==> config.mk <==
export PLATFORM = sky130hd
export DESIGN_NAME = unwind_code_stack_size
export DESIGN_NICKNAME = d
export VERILOG_FILES = /design/src/hw/rtl/ucss_pkg.sv /design/src/hw/rtl/unwind_code_stack_size.sv /design/src/hw/rtl/ucss_accum.sv
export SDC_FILE = /design/constraint.sdc
export NUM_CORES = 1
export LEC_CHECK = 0
export BUFFER_PORTS_ARGS = -buffer_cell sky130_fd_sc_hd__buf_2
export CAP_MARGIN = 20
export CORE_MARGIN = 4
export CORE_UTILIZATION = 47
export DETAILED_ROUTE_END_ITERATION = 8
export HOLD_SLACK_MARGIN = 0.08
export PLACE_DENSITY = 0.72
export REMOVE_ABC_BUFFERS = 1
export SYNTH_ARGS = -nofsm -noshare
export SYNTH_HDL_FRONTEND = slang
export SYNTH_HIERARCHICAL = 1
export SYNTH_SLANG_ARGS = --single-unit
==> constraint.sdc <==
create_clock -name clk -period 6.88 [get_ports clk]
set_input_delay 0.688 -clock clk [delete_from_list [all_inputs] [get_ports clk]]
set_output_delay 0.688 -clock clk [all_outputs]
set_load 0.005 [all_outputs]
==> src/hw/rtl/ucss_pkg.sv <==
package ucss_pkg;

  // unwind operation codes, bits 11:8 of a slot word
  localparam logic [3:0] OP_PUSH_NONVOL = 4'd0;
  localparam logic [3:0] OP_ALLOC_LARGE = 4'd1;
  localparam logic [3:0] OP_ALLOC_SMALL = 4'd2;
  localparam logic [3:0] OP_SAVE_NONVOL = 4'd4;

  // item kinds
  localparam logic REQ_SLOT      = 1'b0;
  localparam logic REQ_BLOCK_END = 1'b1;

  // return address size added on a final block end
  localparam logic [31:0] RET_ADDR_BYTES = 32'd8;
  localparam logic [31:0] PUSH_BYTES     = 32'd8;

  // pending large alloc
  typedef enum logic [1:0] {
    LM_NONE   = 2'd0,
    LM_SCALED = 2'd1,
    LM_LOW    = 2'd2,
    LM_HIGH   = 2'd3
  } lm_t;

  typedef struct packed {
    logic        req_type;
    logic [15:0] code_slot;
    logic        chained;
  } ucss_in_t;

  typedef struct packed {
    logic [31:0] stack_size;
    logic        truncated;
  } ucss_out_t;

endpackage

==> src/hw/rtl/unwind_code_stack_size.sv <==
// x64 unwind info stack frame size: takes one 16-bit unwind code slot or one
// block-end marker per transfer on the slot channel and adds up the stack
// space the prologue allocates (push 8, small alloc info*8+8, large alloc
// from the following one or two slots, save-nonvol skips its extra slot).
// a block end with chained clear delivers one transfer on the size channel:
// the total plus 8 for the return address, modulo 2^32, and a flag set if
// any block of the function ended while extra slots were still expected;
// a chained block end carries the total on into the next block. slot
// transfers and chained block ends produce nothing. one item is taken every
// cycle unless the slot channel stalls; the rate is set by the single 32-bit
// add that updates the running total. a block end is held in the input
// register and its result in the result register, and the slot channel only
// stalls when a final block end is waiting behind a result not yet taken.
module unwind_code_stack_size (
  input  logic               clk,
  input  logic               rst,
  input  logic               slot_valid,
  output logic               slot_ready,
  input  ucss_pkg::ucss_in_t slot,
  output logic               size_valid,
  input  logic               size_ready,
  output ucss_pkg::ucss_out_t size
);
  import ucss_pkg::*;

  // input register
  ucss_in_t  item;
  logic      item_full;

  // result register
  ucss_out_t size_q;
  logic      size_full;

  logic      emit;
  logic      step;
  ucss_out_t result;

  // the held item may only update state if its result has somewhere to go
  assign step = item_full && (!emit || !size_full || size_ready);
  assign slot_ready = !item_full || step;

  ucss_accum u_accum (
    .clk    (clk),
    .rst    (rst),
    .step   (step),
    .item   (item),
    .emit   (emit),
    .result (result)
  );

  // input stage control
  always_ff @(posedge clk) begin
    if (rst) begin
      item_full <= 1'b0;
    end else if (slot_ready) begin
      item_full <= slot_valid;
    end
  end

  // input payload, no reset needed
  always_ff @(posedge clk) begin
    if (slot_valid && slot_ready) begin
      item <= slot;
    end
  end

  // result stage: refilled in the same cycle it drains
  always_ff @(posedge clk) begin
    if (rst) begin
      size_full <= 1'b0;
    end else if (step && emit) begin
      size_full <= 1'b1;
    end else if (size_ready) begin
      size_full <= 1'b0;
    end
  end

  always_ff @(posedge clk) begin
    if (step && emit) begin
      size_q <= result;
    end
  end

  assign size_valid = size_full;
  assign size       = size_q;

endmodule

==> src/hw/rtl/ucss_accum.sv <==
module ucss_accum (
  input  logic              clk,
  input  logic              rst,
  input  logic              step,
  input  ucss_pkg::ucss_in_t item,
  output logic              emit,
  output ucss_pkg::ucss_out_t result
);
  import ucss_pkg::*;

  logic [31:0] running_total, running_total_next;
  logic        skip_pending, skip_pending_next;
  lm_t         large_mode, large_mode_next;
  logic [15:0] partial_offset, partial_offset_next;
  logic        truncated_seen, truncated_seen_next;

  logic [3:0]  op;
  logic [3:0]  info;
  logic [31:0] addend;
  logic        ending;
  logic        dropped;

  assign op      = item.code_slot[11:8];
  assign info    = item.code_slot[15:12];
  assign ending  = step && (item.req_type == REQ_BLOCK_END);
  assign dropped = skip_pending || (large_mode != LM_NONE);

  // large alloc tracking
  always_comb begin
    large_mode_next = large_mode;
    if (step) begin
      if (item.req_type == REQ_BLOCK_END) begin
        large_mode_next = LM_NONE;
      end else begin
        case (large_mode)
          LM_SCALED: large_mode_next = LM_NONE;
          LM_LOW:    large_mode_next = LM_HIGH;
          LM_HIGH:   large_mode_next = LM_NONE;
          LM_NONE: begin
            if (!skip_pending && op == OP_ALLOC_LARGE) begin
              large_mode_next = (info == 4'd0) ? LM_SCALED : LM_LOW;
            end
          end
          default:   large_mode_next = LM_NONE;
        endcase
      end
    end
  end

  // accumulator datapath
  always_comb begin
    addend              = '0;
    skip_pending_next   = skip_pending;
    partial_offset_next = partial_offset;
    truncated_seen_next = truncated_seen;
    if (step && item.req_type == REQ_SLOT) begin
      case (large_mode)
        LM_SCALED: addend = {13'd0, item.code_slot, 3'd0};
        LM_LOW:    partial_offset_next = item.code_slot;
        LM_HIGH: begin
          addend              = {item.code_slot, partial_offset};
          partial_offset_next = '0;
        end
        LM_NONE: begin
          if (skip_pending) begin
            skip_pending_next = 1'b0;
          end else begin
            case (op)
              OP_PUSH_NONVOL: addend = PUSH_BYTES;
              OP_ALLOC_SMALL: addend = {24'd0, ({1'b0, info} + 5'd1), 3'd0};
              OP_SAVE_NONVOL: skip_pending_next = 1'b1;
              default:        addend = '0;
            endcase
          end
        end
        default: addend = '0;
      endcase
    end
    running_total_next = running_total + addend;
    if (ending) begin
      skip_pending_next   = 1'b0;
      partial_offset_next = '0;
      if (dropped) begin
        truncated_seen_next = 1'b1;
      end
      if (!item.chained) begin
        running_total_next  = '0;
        truncated_seen_next = 1'b0;
      end
    end
  end

  // the held item would produce a result, independent of whether it steps
  assign emit              = (item.req_type == REQ_BLOCK_END) && !item.chained;
  assign result.stack_size = running_total + RET_ADDR_BYTES;
  assign result.truncated  = truncated_seen || dropped;

  always_ff @(posedge clk) begin
    if (rst) begin
      running_total  <= '0;
      skip_pending   <= 1'b0;
      large_mode     <= LM_NONE;
      partial_offset <= '0;
      truncated_seen <= 1'b0;
    end else begin
      running_total  <= running_total_next;
      skip_pending   <= skip_pending_next;
      large_mode     <= large_mode_next;
      partial_offset <= partial_offset_next;
      truncated_seen <= truncated_seen_next;
    end
  end

endmodule

==> out/qor.yml <==
status: "finished, final reports clean"
synth_top_area_share_pct: 25.3
seqCellArea_sq_um: 2610
holdPathStages: 0
hp-class: "reg -> reg"
max_freq_ghz: 0.212
track_usage_pct: 19.4
crit_type: "reg -> reg"
synth_ff_type: "dfxtp_1"
hpwlAfterDp_mm: 10.4
fin_nets: 742
rsz0062_at_grt: "false"
synth_top_area_cell: "edfxtp_1"
p_per_area_nw_per_um2: 178
relSlewSlack_pct: 35.5
syn-cell-area_sq_um: 6050
cts_max_level: 3
diodes: 0
ys_seq_elements: 105
wl_per_cell_um: 15.9
drv_cap: 0
finalCritPeriodShare_pct: 68.6
finalSetupTns_ps: 0
drc: 0
cts_root_buf: "clkbuf_16"
syn_to_final_growth_pct: 11.3
dr.pass1.iters: 5
grt_overflow: 0
postCtsSetupBuffers: 0
reg2regPathDepth: 15
synthCells: 640
syn_avg_cell_area_sq_um: 9.46
min-delay-start: "u_accum/running_total[0]"
synth-compound-area-share_pct: 15.1
row_count: 41
gp_congestion: 0.927
synthArstFlopShare_pct: 0
endpoint_kind: "register"
dieArea_sq_um: 14800
grt_max_degree: 34
synth_area_leaders: "edfxtp_1 (25%), dfxtp_1 (18%), ha_1 (7.0%)"
coreArea_sq_um: 12600
postCtsHoldBufs: 0
finalPower_mw: 1.20
io_pins: 57
hold_end: "size[1]"
muxShareOfSynthArea_pct: 3.41
arrival_ps: 4970
postRouteAntennaNets: 0
antenna_found_initial: 0
multi_input_comb_area_sq_um: 3300
ff2ff_setup_slack_ps: 2160
final_layout_size_suffix_gt1_share_pct: 13.3
portBuffers: 56
die_h_um: 121
routed_wl_mm: 13.7
period_needed_ps: 4720
clock_latency_ps: 360
path_clk_slew_ps: 70
synth_top_family_by_area: "simple AND/OR/NAND/NOR gates"
synth_edf_count: 51
vias: 4898
grt_pass1_wl_mm: 22.6
tritoncts: "built"
cp_max_fo: 14
synth_xor_area_share_pct: 6.80
reg2reg_from: "item[17]"
vias_per_cell: 5.68
fin_skew_ps: 4.63
worst_r2r_endpoint: "u_accum/running_total[26]"
ys_warn_count: 6
clkSinkCount: 105
worst_pin_slew_ps: 965
cts_buffers: 9
layout_commonest_cell: "nor2_1"
fp.dieW_um: 121
synthAdderAreaFrac_pct: 7.36
synth_cell_types: 66
peakVddDrop_mv: 0.170
crit_required_ps: 7130
grt_pass1_vias: 4610
drt-initial-drc-count: 333
maxSlewViolCount: 0
yosys.area_share.simple_pct: 21.7
cellLeakagePower_nw: 2.68
fillCellCount: 1189
hold_viol_final: 0
start_util_pct: 48.0
crit_path_start_kind: "register"
final_cell_mix: "nor2_1 (80), buf_2 (56), dfxtp_1 (54)"
setup-violations-final: 0
synth.yosys.seq_area_share_pct: 43.2
cts_resized: 0
clockBufferDepth: 2
==> final cells by class <==
cell class	instances	area share [%]
repair buffers	60	4.60
multi-input cells	499	49.0
well taps	172	3.19
inverters	10	0.557
flip-flops and latches	105	38.8
clock inverters	6	0.520
clock buffers	10	3.40
==> critical path, cell delays in order, from the launching register on <==
cell and delay [ps]:
edfxtp_1 480, nor2b_1 240, a21boi_1 370, nor2b_1 310
nand2_1 320, nor2_1 690, and2_1 230, ha_1 180
fa_1 230, a21o_1 180, a311oi_2 140, nor3b_2 380
nor3_2 110, o41a_1 460, xnor2_1 130, and2_1 150
==> metal layers <==
layer | vias up | GRT usage (%) | routed length (um)
li1 | 2415 | - | -
met4 | 0 | 10.0 | 453
met2 | 148 | 31.0 | 6290
met3 | 32 | 2.56 | 621
met5 | - | 0 | 0
met1 | 2303 | 25.7 | 6340
==> power by group <==
part | internal (mW) | leakage [nW] | switching [mW]
registers | 0.667 | 0.902 | 0.0113
logic | 0.0250 | 1.65 | 0.0342
clock network | 0.243 | 0.130 | 0.222
total | 0.934 | 2.68 | 0.268
==> how the worst max path moves through the flow <==
stage / end / depth (start not counted) / slack (ps) / from
floorplan: u_accum/running_total[26] / 15 / 2750 / size_ready
global placement: u_accum/running_total[26] / 16 / 2110 / size_ready
detailed placement: u_accum/running_total[26] / 16 / 1920 / size_ready
CTS: u_accum/running_total[26] / 15 / 2210 / item[17]
global route: u_accum/running_total[18] / 14 / 1780 / item[17]
finish: u_accum/running_total[26] / 15 / 2160 / item[17]
==> metrics by stage <==
| step | area (sq um) | worst slack (ps) | hold slack (ps) | instances | utilization, % |
|---|---|---|---|---|---|
| floorplan | 5940 | 2750 | 415 | 614 | - |
| global placement | 6470 | 2110 | 443 | 846 | 51.3 |
| detailed placement | 6470 | 1920 | 429 | 846 | 51.3 |
| CTS | 6740 | 2210 | 455 | 862 | 53.4 |
| global route | 6740 | 1780 | 459 | 862 | 53.4 |
| finish | 6740 | 2160 | 456 | 862 | 53.4 |
==> cell usage after synthesis (7+ instances only) <==
library cell,count
nand4_1,12
nand2_1,46
o21bai_1,8
nand3_1,25
o21a_1,8
and3_1,7
edfxtp_1,51
a21oi_1,53
xor2_1,15
ha_1,34
nor2_1,81
clkbuf_1,18
dfxtp_1,54
and2_1,21
nor3_1,16
inv_1,10
o21ai_0,15
mux2i_1,15
a21o_1,16
nor3b_1,19
xnor2_1,32
==> kinds of logic (layout without fill, tap and decap cells) <==
group	Yosys count	in the layout
buffers and inverters	36	86
and+or+nand+nor	258	258
AOI/OAI and AO/OA	139	139
muxes	20	20
adders and majority gates	35	35
xor gates and xnor gates	47	47
DFF	105	105
==> sequential cells by signal, summed over array words and instances (netlist names), 2 cells and up <==
signal and count:
u_accum/partial_offset 16, size 33, u_accum/large_mode 2, item 18
u_accum/running_total 32
No activity file was read; power rests on OpenSTA's default activity.
